`src/hw/rtl/assert_macros.svh`:
```
// assertion macros used by the top-level rtl file
`ifndef ASSERT_MACROS_SVH
`define ASSERT_MACROS_SVH
// property checked at every rising clock edge outside reset
`define ASSERT_CLK(label, clk, rst, prop, msg) \
   label: assert property (@(posedge clk) disable iff (rst) prop) else $error(msg);
// expression that must never be true outside reset
`define ASSERT_NEVER(label, clk, rst, expr, msg) \
   label: assert property (@(posedge clk) disable iff (rst) !(expr)) else $error(msg);
`endif

```
`src/hw/rtl/hhr_pkg.sv`:
```
// shared types and constants of the hsv hue rotation block
package hhr_pkg;
   localparam int COORD_BITS = 12;
   localparam int HUE_FULL   = 5760;
   localparam int HUE_SECT   = 960;
   localparam int HUE_W      = 13;
   localparam int PAT_W      = COORD_BITS + 2;
   localparam int PROD_W     = PAT_W + 9;
   localparam int MOD_STEPS  = PROD_W - 13;
   localparam int U_W        = MOD_STEPS + 14;
   localparam int QW         = 13;
   localparam int NUM_W      = 21;
   localparam int NSTAGE     = (QW > MOD_STEPS + 1) ? QW : MOD_STEPS + 1;
   localparam longint unsigned MOD_OFFSET = longint'(HUE_FULL) << MOD_STEPS;
   localparam int MID_DEN    = 255 * HUE_SECT;
   localparam longint unsigned MID_RCP = ((64'd1 << 44) + 64'd244799) / 64'd244800;
   localparam longint unsigned LO_RCP  = ((64'd1 << 24) + 64'd254) / 64'd255;
   localparam int FIFO_DEPTH = 4;
   localparam int FIFO_AW    = 2;
   localparam int CSR_AW     = 2;
   localparam int CSR_DW     = 13;
   localparam logic [CSR_AW-1:0] CSR_HUE_SHIFT = 2'd0;
   localparam logic [CSR_AW-1:0] CSR_PAT_SCALE = 2'd1;
   localparam logic [CSR_AW-1:0] CSR_PAT_MODE  = 2'd2;

   typedef enum logic [1:0] {
      PAT_NONE = 2'd0,
      PAT_OR   = 2'd1,
      PAT_XOR  = 2'd2
   } hhr_mode_type;

   typedef struct packed {
      logic [HUE_W-1:0] hue_shift;
      logic [7:0]       scale;
      hhr_mode_type     mode;
   } hhr_cfg_type;

   typedef struct packed {
      logic [7:0]        mx;
      logic [7:0]        d;
      logic [NUM_W-1:0]  hnum;
      logic [15:0]       snum;
      logic [PROD_W-1:0] pprod;
   } hhr_item_type;

   typedef struct packed {
      logic full;
      logic empty;
   } hhr_fifo_stat_type;
endpackage

```
`src/hw/rtl/hhr_front.sv`:
```
// front end: max/min classification, divider operands and position pattern term
module hhr_front (
   input  logic [7:0]          red,
   input  logic [7:0]          green,
   input  logic [7:0]          blue,
   input  logic [11:0]         col,
   input  logic [11:0]         row,
   input  hhr_pkg::hhr_cfg_type cfg,
   output hhr_pkg::hhr_item_type item
);
   localparam logic [11:0] CMASK = 12'((1 << hhr_pkg::COORD_BITS) - 1);

   logic [7:0]  mx, mn, d;
   logic [10:0] x;
   logic [hhr_pkg::PAT_W-1:0] c, w, dif, sm;
   logic signed [hhr_pkg::PAT_W-1:0]  pat;
   logic signed [8:0]                 sc;
   logic signed [hhr_pkg::PROD_W-1:0] prod;

   always_comb begin
      mx = (red > green) ? red : green;
      mx = (mx > blue) ? mx : blue;
      mn = (red < green) ? red : green;
      mn = (mn < blue) ? mn : blue;
      d  = mx - mn;
      // ties go to red, then green
      if (mx == red) begin
         x = 11'(green) + 11'(d) * 11'd6 - 11'(blue);
      end else if (mx == green) begin
         x = 11'(blue) + 11'(d) * 11'd2 - 11'(red);
      end else begin
         x = 11'(red) + 11'(d) * 11'd4 - 11'(green);
      end
   end

   always_comb begin
      c   = hhr_pkg::PAT_W'(col & CMASK);
      w   = hhr_pkg::PAT_W'(row & CMASK);
      dif = c - w;
      sm  = c + w;
      case (cfg.mode)
         hhr_pkg::PAT_OR: begin
            pat = c | w;
         end
         hhr_pkg::PAT_XOR: begin
            pat = dif ^ sm;
         end
         default: begin
            pat = '0;
         end
      endcase
      sc   = {1'b0, cfg.scale};
      prod = pat * sc;
   end

   assign item.mx    = mx;
   assign item.d     = d;
   assign item.hnum  = hhr_pkg::NUM_W'(x) * hhr_pkg::NUM_W'(hhr_pkg::HUE_SECT);
   assign item.snum  = 16'(d) * 16'd255;
   assign item.pprod = prod;
endmodule

```
`src/hw/rtl/hhr_fifo.sv`:
```
// short request queue between front end and back end
module hhr_fifo (
   input  logic                       clock,
   input  logic                       reset,
   input  logic                       push,
   input  hhr_pkg::hhr_item_type      wr_item,
   input  logic                       pop,
   output hhr_pkg::hhr_item_type      rd_item,
   output hhr_pkg::hhr_fifo_stat_type stat
);
   hhr_pkg::hhr_item_type mem_ff [hhr_pkg::FIFO_DEPTH];
   logic [hhr_pkg::FIFO_AW-1:0] wr_ptr_ff, rd_ptr_ff;
   logic [hhr_pkg::FIFO_AW:0]   cnt_ff, cnt_in;

   assign cnt_in = cnt_ff + (hhr_pkg::FIFO_AW+1)'(push) - (hhr_pkg::FIFO_AW+1)'(pop);

   always_ff @(posedge clock) begin
      if (reset) begin
         wr_ptr_ff <= '0;
         rd_ptr_ff <= '0;
         cnt_ff    <= '0;
      end else begin
         if (push) begin
            wr_ptr_ff <= wr_ptr_ff + 1'b1;
         end
         if (pop) begin
            rd_ptr_ff <= rd_ptr_ff + 1'b1;
         end
         cnt_ff <= cnt_in;
      end
   end

   always_ff @(posedge clock) begin
      if (push) begin
         mem_ff[wr_ptr_ff] <= wr_item;
      end
   end

   assign rd_item    = mem_ff[rd_ptr_ff];
   assign stat.full  = (cnt_ff == (hhr_pkg::FIFO_AW+1)'(hhr_pkg::FIFO_DEPTH));
   assign stat.empty = (cnt_ff == '0);
endmodule

```
`src/hw/rtl/hhr_back.sv`:
```
// back end: pipelined dividers, hue wrap and inverse hsv conversion
module hhr_back (
   input  logic                  clock,
   input  logic                  reset,
   input  logic                  in_valid,
   input  hhr_pkg::hhr_item_type in_item,
   input  logic [12:0]           hue_shift,
   output logic                  pop,
   input  logic                  rsp_ready,
   output logic                  rsp_valid,
   output logic [7:0]            rsp_red,
   output logic [7:0]            rsp_green,
   output logic [7:0]            rsp_blue
);
   localparam int NS = hhr_pkg::NSTAGE;
   localparam int NW = hhr_pkg::NUM_W;
   localparam int UW = hhr_pkg::U_W;
   localparam int L  = NS - 1;

   logic adv;

   // divider stages
   logic [NS-1:0]          dv_ff;
   logic [NW-1:0]          hrem_ff [NS], hrem_in [NS];
   logic [hhr_pkg::QW-1:0] hq_ff [NS], hq_in [NS];
   logic [NW-1:0]          srem_ff [NS], srem_in [NS];
   logic [hhr_pkg::QW-1:0] sq_ff [NS], sq_in [NS];
   logic [UW-1:0]          u_ff [NS], u_in [NS];
   logic [7:0]             mx_ff [NS], mx_in [NS];
   logic                   grey_ff [NS], grey_in [NS];
   // d must ride along for the hue divider
   logic [7:0]             d_ff [NS], d_in [NS];

   // post stages
   logic                   p1_vld_ff, p2_vld_ff, p3_vld_ff, p4_vld_ff, out_vld_ff;
   logic [hhr_pkg::HUE_W-1:0] hn_ff, hn_in;
   logic [7:0]             s1_ff, v1_ff, v2_ff, v3_ff, v4_ff;
   logic [2:0]             sec2_ff, sec3_ff, sec4_ff, sec_in;
   logic [17:0]            se_ff;
   logic [15:0]            lonum_ff;
   logic [25:0]            midnum_ff;
   logic [32:0]            loprod_ff;
   logic [52:0]            midprod_ff;
   logic [7:0]             lo4_ff;
   logic [7:0]             red_ff, green_ff, blue_ff;
   logic [13:0]            hsum;
   logic [hhr_pkg::HUE_W-1:0] hm;
   logic [9:0]             e;
   logic [7:0]             mid;

   assign adv = !out_vld_ff || rsp_ready;
   assign pop = adv && in_valid;

   always_comb begin
      logic [NW-1:0]          rem, srem;
      logic [hhr_pkg::QW-1:0] q, sq;
      logic [UW-1:0]          u, pext;
      logic [NW-1:0]          dsh, msh;
      logic [UW-1:0]          fsh;
      logic [7:0]             m;
      logic [7:0]             dd;
      logic                   gr;
      int k;
      for (int i = 0; i < NS; i++) begin
         if (i == 0) begin
            rem  = in_item.hnum;
            srem = NW'(in_item.snum);
            q    = '0;
            sq   = '0;
            pext = {{(UW-hhr_pkg::PROD_W){in_item.pprod[hhr_pkg::PROD_W-1]}},
                    in_item.pprod};
            // offset is a multiple of a full turn, keeps the sum non-negative
            u    = pext + UW'(hhr_pkg::MOD_OFFSET) + UW'(hue_shift);
            m    = in_item.mx;
            dd   = in_item.d;
            gr   = (in_item.d == 8'd0);
         end else begin
            rem  = hrem_ff[i-1];
            srem = srem_ff[i-1];
            q    = hq_ff[i-1];
            sq   = sq_ff[i-1];
            u    = u_ff[i-1];
            m    = mx_ff[i-1];
            dd   = d_ff[i-1];
            gr   = grey_ff[i-1];
         end
         k = NS - 1 - i;
         dsh = '0;
         msh = '0;
         fsh = '0;
         if (k < hhr_pkg::QW) begin
            dsh = NW'(dd) << k;
         end
         // hue divides by d, saturation by max
         if (k < hhr_pkg::QW) begin
            msh = NW'(m) << k;
            if (rem >= dsh) begin
               rem = rem - dsh;
               q   = q | (hhr_pkg::QW'(1) << k);
            end
            if (srem >= msh) begin
               srem = srem - msh;
               sq   = sq | (hhr_pkg::QW'(1) << k);
            end
         end
         if (k <= hhr_pkg::MOD_STEPS) begin
            fsh = UW'(hhr_pkg::HUE_FULL) << k;
            if (u >= fsh) begin
               u = u - fsh;
            end
         end
         hrem_in[i] = rem;
         hq_in[i]   = q;
         srem_in[i] = srem;
         sq_in[i]   = sq;
         u_in[i]    = u;
         mx_in[i]   = m;
         d_in[i]    = dd;
         grey_in[i] = gr;
      end
   end

   always_ff @(posedge clock) begin
      if (reset) begin
         dv_ff <= '0;
      end else if (adv) begin
         dv_ff <= {dv_ff[NS-2:0], in_valid};
      end
   end

   always_ff @(posedge clock) begin
      if (adv) begin
         for (int i = 0; i < NS; i++) begin
            hrem_ff[i] <= hrem_in[i];
            hq_ff[i]   <= hq_in[i];
            srem_ff[i] <= srem_in[i];
            sq_ff[i]   <= sq_in[i];
            u_ff[i]    <= u_in[i];
            mx_ff[i]   <= mx_in[i];
            grey_ff[i] <= grey_in[i];
            d_ff[i]    <= d_in[i];
         end
      end
   end

   // hue wrap into one turn
   always_comb begin
      logic [hhr_pkg::QW-1:0] hq;
      hq = grey_ff[L] ? '0 : hq_ff[L];
      hsum = 14'(u_ff[L][hhr_pkg::HUE_W-1:0]) + 14'(hq);
      if (hsum >= 14'(2 * hhr_pkg::HUE_FULL)) begin
         hn_in = hhr_pkg::HUE_W'(hsum - 14'(2 * hhr_pkg::HUE_FULL));
      end else if (hsum >= 14'(hhr_pkg::HUE_FULL)) begin
         hn_in = hhr_pkg::HUE_W'(hsum - 14'(hhr_pkg::HUE_FULL));
      end else begin
         hn_in = hhr_pkg::HUE_W'(hsum);
      end
   end

   always_comb begin
      if (hn_ff >= 13'(5 * hhr_pkg::HUE_SECT)) begin
         sec_in = 3'd5;
      end else if (hn_ff >= 13'(4 * hhr_pkg::HUE_SECT)) begin
         sec_in = 3'd4;
      end else if (hn_ff >= 13'(3 * hhr_pkg::HUE_SECT)) begin
         sec_in = 3'd3;
      end else if (hn_ff >= 13'(2 * hhr_pkg::HUE_SECT)) begin
         sec_in = 3'd2;
      end else if (hn_ff >= 13'(hhr_pkg::HUE_SECT)) begin
         sec_in = 3'd1;
      end else begin
         sec_in = 3'd0;
      end
      if (hn_ff >= 13'(4 * hhr_pkg::HUE_SECT)) begin
         hm = hn_ff - 13'(4 * hhr_pkg::HUE_SECT);
      end else if (hn_ff >= 13'(2 * hhr_pkg::HUE_SECT)) begin
         hm = hn_ff - 13'(2 * hhr_pkg::HUE_SECT);
      end else begin
         hm = hn_ff;
      end
      // distance from the sector edge, equals 960 - t
      if (hm >= 13'(hhr_pkg::HUE_SECT)) begin
         e = 10'(hm - 13'(hhr_pkg::HUE_SECT));
      end else begin
         e = 10'(13'(hhr_pkg::HUE_SECT) - hm);
      end
   end

   assign mid = midprod_ff[51:44];

   always_ff @(posedge clock) begin
      if (reset) begin
         p1_vld_ff  <= 1'b0;
         p2_vld_ff  <= 1'b0;
         p3_vld_ff  <= 1'b0;
         p4_vld_ff  <= 1'b0;
         out_vld_ff <= 1'b0;
      end else if (adv) begin
         p1_vld_ff  <= dv_ff[L];
         p2_vld_ff  <= p1_vld_ff;
         p3_vld_ff  <= p2_vld_ff;
         p4_vld_ff  <= p3_vld_ff;
         out_vld_ff <= p4_vld_ff;
      end
   end

   always_ff @(posedge clock) begin
      if (adv) begin
         hn_ff      <= hn_in;
         s1_ff      <= grey_ff[L] ? 8'd0 : sq_ff[L][7:0];
         v1_ff      <= mx_ff[L];
         sec2_ff    <= sec_in;
         se_ff      <= 18'(s1_ff) * 18'(e);
         lonum_ff   <= 16'(v1_ff) * 16'(8'd255 - s1_ff);
         v2_ff      <= v1_ff;
         sec3_ff    <= sec2_ff;
         midnum_ff  <= 26'(v2_ff) * (26'(hhr_pkg::MID_DEN) - 26'(se_ff));
         loprod_ff  <= 33'(lonum_ff) * 33'(hhr_pkg::LO_RCP);
         v3_ff      <= v2_ff;
         sec4_ff    <= sec3_ff;
         midprod_ff <= 53'(midnum_ff) * 53'(hhr_pkg::MID_RCP);
         lo4_ff     <= loprod_ff[31:24];
         v4_ff      <= v3_ff;
         case (sec4_ff)
            3'd0: begin
               red_ff <= v4_ff;  green_ff <= mid;    blue_ff <= lo4_ff;
            end
            3'd1: begin
               red_ff <= mid;    green_ff <= v4_ff;  blue_ff <= lo4_ff;
            end
            3'd2: begin
               red_ff <= lo4_ff; green_ff <= v4_ff;  blue_ff <= mid;
            end
            3'd3: begin
               red_ff <= lo4_ff; green_ff <= mid;    blue_ff <= v4_ff;
            end
            3'd4: begin
               red_ff <= mid;    green_ff <= lo4_ff; blue_ff <= v4_ff;
            end
            default: begin
               red_ff <= v4_ff;  green_ff <= lo4_ff; blue_ff <= mid;
            end
         endcase
      end
   end

   assign rsp_valid = out_vld_ff;
   assign rsp_red   = red_ff;
   assign rsp_green = green_ff;
   assign rsp_blue  = blue_ff;
endmodule

```
`src/hw/rtl/hsv_hue_rotate_pixel.sv`:
```
// hsv hue rotation of one rgb pixel per request, with a position pattern
//
// Request channel req_* carries one 8-bit rgb pixel and its column and row,
// response channel rsp_* returns the rotated pixel; both use valid/ready.
// csr_wr_en/csr_index/csr_wdata write hue_shift (0), pattern_scale (1) and
// pattern_mode (2); other indexes are ignored. Write only while idle.
// Throughput: one pixel per clock while the receiver keeps taking responses.
// A request passes from the queue into the 13 stages of the pipelined
// restoring dividers for hue and saturation, which also wrap the hue sum,
// then the registers of the inverse conversion and the output register.
// The front end classifies each pixel and forms the pattern product into a
// four-entry queue; the back end pipeline moves only while its output
// register is empty or being taken, so a stalled receiver freezes it and the
// queue then fills until req_ready drops.
// Reset (synchronous) empties queue and pipeline and sets hue_shift to 0,
// pattern_scale to 8 and pattern_mode to col OR row.
`include "assert_macros.svh"
module hsv_hue_rotate_pixel (
   input  logic        clock,
   input  logic        reset,
   input  logic        req_valid,
   output logic        req_ready,
   input  logic [7:0]  req_red_in,
   input  logic [7:0]  req_green_in,
   input  logic [7:0]  req_blue_in,
   input  logic [11:0] req_col,
   input  logic [11:0] req_row,
   output logic        rsp_valid,
   input  logic        rsp_ready,
   output logic [7:0]  rsp_red_out,
   output logic [7:0]  rsp_green_out,
   output logic [7:0]  rsp_blue_out,
   input  logic        csr_wr_en,
   input  logic [hhr_pkg::CSR_AW-1:0] csr_index,
   input  logic [hhr_pkg::CSR_DW-1:0] csr_wdata
);
   logic [12:0]           hue_shift_ff;
   logic [7:0]            scale_ff;
   hhr_pkg::hhr_mode_type mode_ff;
   hhr_pkg::hhr_cfg_type  cfg;
   hhr_pkg::hhr_item_type front_item, queue_item;
   hhr_pkg::hhr_fifo_stat_type fifo_stat;
   logic push, back_pop;

   always_ff @(posedge clock) begin
      if (reset) begin
         hue_shift_ff <= '0;
         scale_ff     <= 8'd8;
         mode_ff      <= hhr_pkg::PAT_OR;
      end else if (csr_wr_en) begin
         case (csr_index)
            hhr_pkg::CSR_HUE_SHIFT: begin
               hue_shift_ff <= csr_wdata;
            end
            hhr_pkg::CSR_PAT_SCALE: begin
               scale_ff <= csr_wdata[7:0];
            end
            hhr_pkg::CSR_PAT_MODE: begin
               mode_ff <= hhr_pkg::hhr_mode_type'(csr_wdata[1:0]);
            end
            default: begin
            end
         endcase
      end
   end

   assign cfg.hue_shift = hue_shift_ff;
   assign cfg.scale     = scale_ff;
   assign cfg.mode      = mode_ff;

   assign req_ready = !fifo_stat.full;
   assign push      = req_valid && req_ready;

   hhr_front u_front (
      .red   (req_red_in),
      .green (req_green_in),
      .blue  (req_blue_in),
      .col   (req_col),
      .row   (req_row),
      .cfg   (cfg),
      .item  (front_item)
   );

   hhr_fifo u_fifo (
      .clock   (clock),
      .reset   (reset),
      .push    (push),
      .wr_item (front_item),
      .pop     (back_pop),
      .rd_item (queue_item),
      .stat    (fifo_stat)
   );

   hhr_back u_back (
      .clock     (clock),
      .reset     (reset),
      .in_valid  (!fifo_stat.empty),
      .in_item   (queue_item),
      .hue_shift (cfg.hue_shift),
      .pop       (back_pop),
      .rsp_ready (rsp_ready),
      .rsp_valid (rsp_valid),
      .rsp_red   (rsp_red_out),
      .rsp_green (rsp_green_out),
      .rsp_blue  (rsp_blue_out)
   );

   `ASSERT_CLK(a_accept_fills_queue, clock, reset, push |=> !fifo_stat.empty, "accepted request missing from queue")
   `ASSERT_NEVER(a_pop_empty, clock, reset, back_pop && fifo_stat.empty, "pop from empty queue")
   `ASSERT_NEVER(a_full_and_empty, clock, reset, fifo_stat.full && fifo_stat.empty, "queue status inconsistent")
endmodule

```
`config.mk`:
```
export PLATFORM = sky130hd
export DESIGN_NAME = hsv_hue_rotate_pixel
export DESIGN_NICKNAME = d
export VERILOG_FILES = /design/src/hw/rtl/hhr_pkg.sv /design/src/hw/rtl/hhr_front.sv /design/src/hw/rtl/hhr_fifo.sv /design/src/hw/rtl/hhr_back.sv /design/src/hw/rtl/hsv_hue_rotate_pixel.sv
export VERILOG_INCLUDE_DIRS = /design/src /design/src/hw/rtl
export SDC_FILE = /design/constraint.sdc
export NUM_CORES = 2
export LEC_CHECK = 0
export ABC_AREA = 1
export BUFFER_PORTS_ARGS = -buffer_cell sky130_fd_sc_hd__buf_4
export CAP_MARGIN = 20
export CORE_MARGIN = 4
export CORE_UTILIZATION = 35
export CTS_CLUSTER_DIAMETER = 30
export DETAILED_ROUTE_END_ITERATION = 7
export GPL_TIMING_DRIVEN = 1
export PLACE_DENSITY_LB_ADDON = 0.3
export SYNTH_ARGS = -nofsm -noshare
export SYNTH_HDL_FRONTEND = slang
export SYNTH_SLANG_ARGS = --single-unit
```
`constraint.sdc`:
```
create_clock -name clock -period 36.4 [get_ports clock]
set_input_delay 3.64 -clock clock [delete_from_list [all_inputs] [get_ports clock]]
set_output_delay 3.64 -clock clock [all_outputs]
set_load 0.005 [all_outputs]
```
==> run summary <==
outcome = completed
Mean Syn Cell Area = 10.5 sq um
number of I/O port buffers = 93
period utilization = 37.5%
number of detailed-routing iterations run before antenna repair = 6
number of DRC markers in iteration 0 = 3294
register-to-register setup slack = 28.49 ns
post-DR vias/cell = 4.66
RSZ-0062 raised after global routing = no
Cell Area, Synth = 99500 sq um
Setup CP Type = input pin to flip-flop
ys flop type = sky130_fd_sc_hd__edfxtp_1
path category of the worst min-delay check = flip-flop to flip-flop
area of the die = 293000 sq um
CTS tree = built
Async S/R FF share, synth = 0%
final setup skew = 0.0575 ns
share of the synthesized area in the top cell type = 45.9%
Longest Clk Path Bufs = 4
synthesis-to-finish area growth = 16.3%
data arrival time at the worst-slack endpoint = 14.18 ns
endpoints failing setup = 0
number of enable flip-flop cells after synthesis = 1522
IO Pins = 94
synthesis warning total = 0
count of mapped cells out of synthesis = 9475
post-cts gate resize count = 0
Seq cells post-synth = 1572
final weighted congestion of routability-driven global placement = 0.884
number of inserted filler cells in the final layout = 26.8k
CTS Buf Count = 323
final net count = 11.3k
post-layout minimum cycle time = 13.66 ns
Largest stage delay, worst path = 0.67 ns
largest net degree at the start of global routing = 171
H-tree lvl count = 5
critical path peak fanout = 16
number of different library cells in the post-synthesis netlist = 75
Post-CTS Hold Fix Bufs = 0
most frequent cell on the critical path = sky130_fd_sc_hd__inv_1
Min Hold Slack = 0.403 ns
setup fix buffers added after clock tree synthesis = 0
number of sinks on the clock net = 1572
synthesized netlist net count = 11.0k
tightest slew margin relative to the limit = 30.3%
Std-Cell Core Area = 283000 sq um
number of core rows = 195
residual antenna-violating net count after detailed routing = 0
placed wire-length estimate after detailed placement = 151 mm
capturing element type of the critical path = flip-flop
effective utilization at floorplan = 35.2%
via count = 64.4k
total routing usage reported by global routing = 13.5%
portion of the post-synthesis area used by sequential elements = 46.9%
worst endpoint required time = 36.92 ns
GRT overflow = 0
via count of the first global-routing pass = 67.0k
Slew Viols, Final = 0
Total Neg Setup Slack = 0 ns
chip width = 541 um
Die Span Y = 541 um
worst-skew pair later-pin latency = 0.84 ns
Final Hold Violating Endpoints = 0
# Max-Cap Violations = 0
transition time of the tightest slew-check pin = 1.05 ns
global-route wire length before repair = 331 mm
Critical Path Slowest Stage Cell = sky130_fd_sc_hd__a21oi_2
proportion of layout cells with a drive suffix above 1 = 7.67%
startpoint type of the worst setup path = input pin
Wirelength per Cell = 14.4 um
Routed WL = 198 mm
cell type with the highest aggregate area in the netlist = sky130_fd_sc_hd__edfxtp_1
most area-consuming cells after synthesis = sky130_fd_sc_hd__edfxtp_1, sky130_fd_sc_hd__ha_1, sky130_fd_sc_hd__fa_1
root cell of the clock tree = sky130_fd_sc_hd__clkbuf_16
clock-pin slew reported for the worst setup and hold paths after clock tree synthesis = 0.05 ns
number of antenna violations at the first check in global routing = 2
achievable clock frequency = 0.0732 GHz
DRC violations left = 0
==> placed cells by master (no fill, tap or decap), types with 20 or more instances in the layout <==
cell type,synthesis,routed
sky130_fd_sc_hd__clkbuf_1,108,32
sky130_fd_sc_hd__nand4_1,58,58
sky130_fd_sc_hd__clkinvlp_4,0,31
sky130_fd_sc_hd__o211ai_1,29,29
sky130_fd_sc_hd__xor2_1,343,343
sky130_fd_sc_hd__nand2_1,1237,1237
sky130_fd_sc_hd__o22ai_1,49,49
sky130_fd_sc_hd__a31oi_1,30,30
sky130_fd_sc_hd__clkinv_2,0,43
sky130_fd_sc_hd__a21o_1,20,20
sky130_fd_sc_hd__inv_1,1784,1783
sky130_fd_sc_hd__o31ai_1,24,24
sky130_fd_sc_hd__edfxtp_1,1522,1522
sky130_fd_sc_hd__ha_1,908,908
sky130_fd_sc_hd__nor4_1,77,77
sky130_fd_sc_hd__bufinv_16,0,40
sky130_fd_sc_hd__nand3_1,237,237
sky130_fd_sc_hd__a21oi_1,481,481
sky130_fd_sc_hd__nand2_2,29,29
sky130_fd_sc_hd__or2_2,34,34
sky130_fd_sc_hd__clkinv_1,7,43
sky130_fd_sc_hd__a211oi_1,22,22
sky130_fd_sc_hd__nor2_1,847,843
sky130_fd_sc_hd__o21bai_1,31,31
sky130_fd_sc_hd__inv_6,0,42
sky130_fd_sc_hd__dfxtp_1,50,49
sky130_fd_sc_hd__buf_4,2,126
sky130_fd_sc_hd__fa_1,544,544
sky130_fd_sc_hd__nor3_1,90,90
sky130_fd_sc_hd__o21ai_1,24,24
sky130_fd_sc_hd__o21ai_0,503,503
sky130_fd_sc_hd__xnor2_1,195,195
sky130_fd_sc_hd__clkinv_4,0,24
sky130_fd_sc_hd__clkbuf_16,0,329
==> sequential cells by signal, indices dropped and copies added (netlist names), 13 cells and up, named ones only <==
signal	cells
u_back.u_ff	301
u_back.hn_ff	13
u_back.hq_ff	91
u_back.sq_ff	36
hue_shift_ff	13
u_back.grey_ff	13
u_back.hrem_ff	195
u_back.d_ff	96
u_fifo.mem_ff	276
u_back.se_ff	18
u_back.dv_ff	13
u_back.mx_ff	104
u_back.midnum_ff	26
u_back.lonum_ff	16
u_back.srem_ff	240
==> layer usage <==
layer | up-vias | GRT usage [%] | routed length [um]
met2 | 1066 | 23.6 | 97300
li1 | 32300 | - | -
met5 | - | 0 | 0
met4 | 0 | 3.93 | 4840
met1 | 30700 | 17.2 | 88500
met3 | 341 | 2.20 | 7740
==> metrics by stage <==
stage | std cells | utilization (%) | worst slack, ns | area [sq um]
2_1_floorplan | 9475 | - | 1.00 | 99500
3_5_place_dp | 13200 | 37.1 | 21.90 | 105000
5_1_grt | 13800 | 41.0 | 21.93 | 116000
4_1_cts | 13800 | 40.9 | 22.75 | 116000
3_3_place_gp | 13200 | 37.1 | 21.88 | 105000
6_report | 13800 | 41.0 | 22.74 | 116000
==> kinds of logic after synthesis <==
family	Yosys count	share of synthesized area, %
AO/OA/AOI/OAI	1302	7.32
XOR/XNOR	540	4.77
adder cells (fa/ha/maj)	1452	22.4
multiplexers	3	0.0314
buffers and inverters	1930	7.31
flip-flops	1572	46.9
AND/OR/NAND/NOR	2676	11.3
==> area by class of cell <==
type,count,area (sq um),share of cell area (%)
inverter,1804,6780,5.86
clock buffer,362,8370,7.23
multi-input combinational,5973,45600,39.4
antenna,1,2.50,0.00216
timing repair buffer,130,1040,0.899
sequential,1572,46700,40.3
tap,3743,4680,4.05
clock inverter,228,2600,2.25
==> critical path: cells and delay by family <==
| family | cells | cell delay (ns) |
|---|---|---|
| adders and majority gates | 12 | 4.74 |
| and+or+nand+nor | 15 | 1.37 |
| AOI/OAI and AO/OA | 13 | 2.85 |
| xor gates and xnor gates | 2 | 0.56 |
| buffers and inverters | 9 | 1.01 |
==> worst paths after layout <==
check / startpoint / end / cells past startpoint
setup / recovery: req_red_in[0] / u_fifo.mem_ff[2][52] / 51
hold / removal: u_back.sq_ff[8][6] / u_back.sq_ff[9][6] / 0
setup reg to reg: u_back.hn_ff[9] / u_back.se_ff[16] / 35
hold reg to reg: u_back.sq_ff[8][6] / u_back.sq_ff[9][6] / 0
==> synthesized netlist by cell type, drive strengths merged (22+ instances only) <==
| cell type | n |
|---|---|
| nand4 | 59 |
| a31oi | 30 |
| xor2 | 344 |
| o31ai | 24 |
| o211ai | 29 |
| edfxtp | 1522 |
| nor2 | 850 |
| dfxtp | 50 |
| nor3 | 90 |
| o22ai | 49 |
| o21ai | 536 |
| a21oi | 484 |
| nand3 | 245 |
| xnor2 | 196 |
| o21bai | 31 |
| clkbuf | 108 |
| inv | 1797 |
| nor4 | 77 |
| nand2 | 1271 |
| fa | 544 |
| ha | 908 |
| a211oi | 22 |
| or2 | 35 |
Power is not shown: default switching activity piles up to over one toggle a cycle in this logic, so the estimate is an artifact.
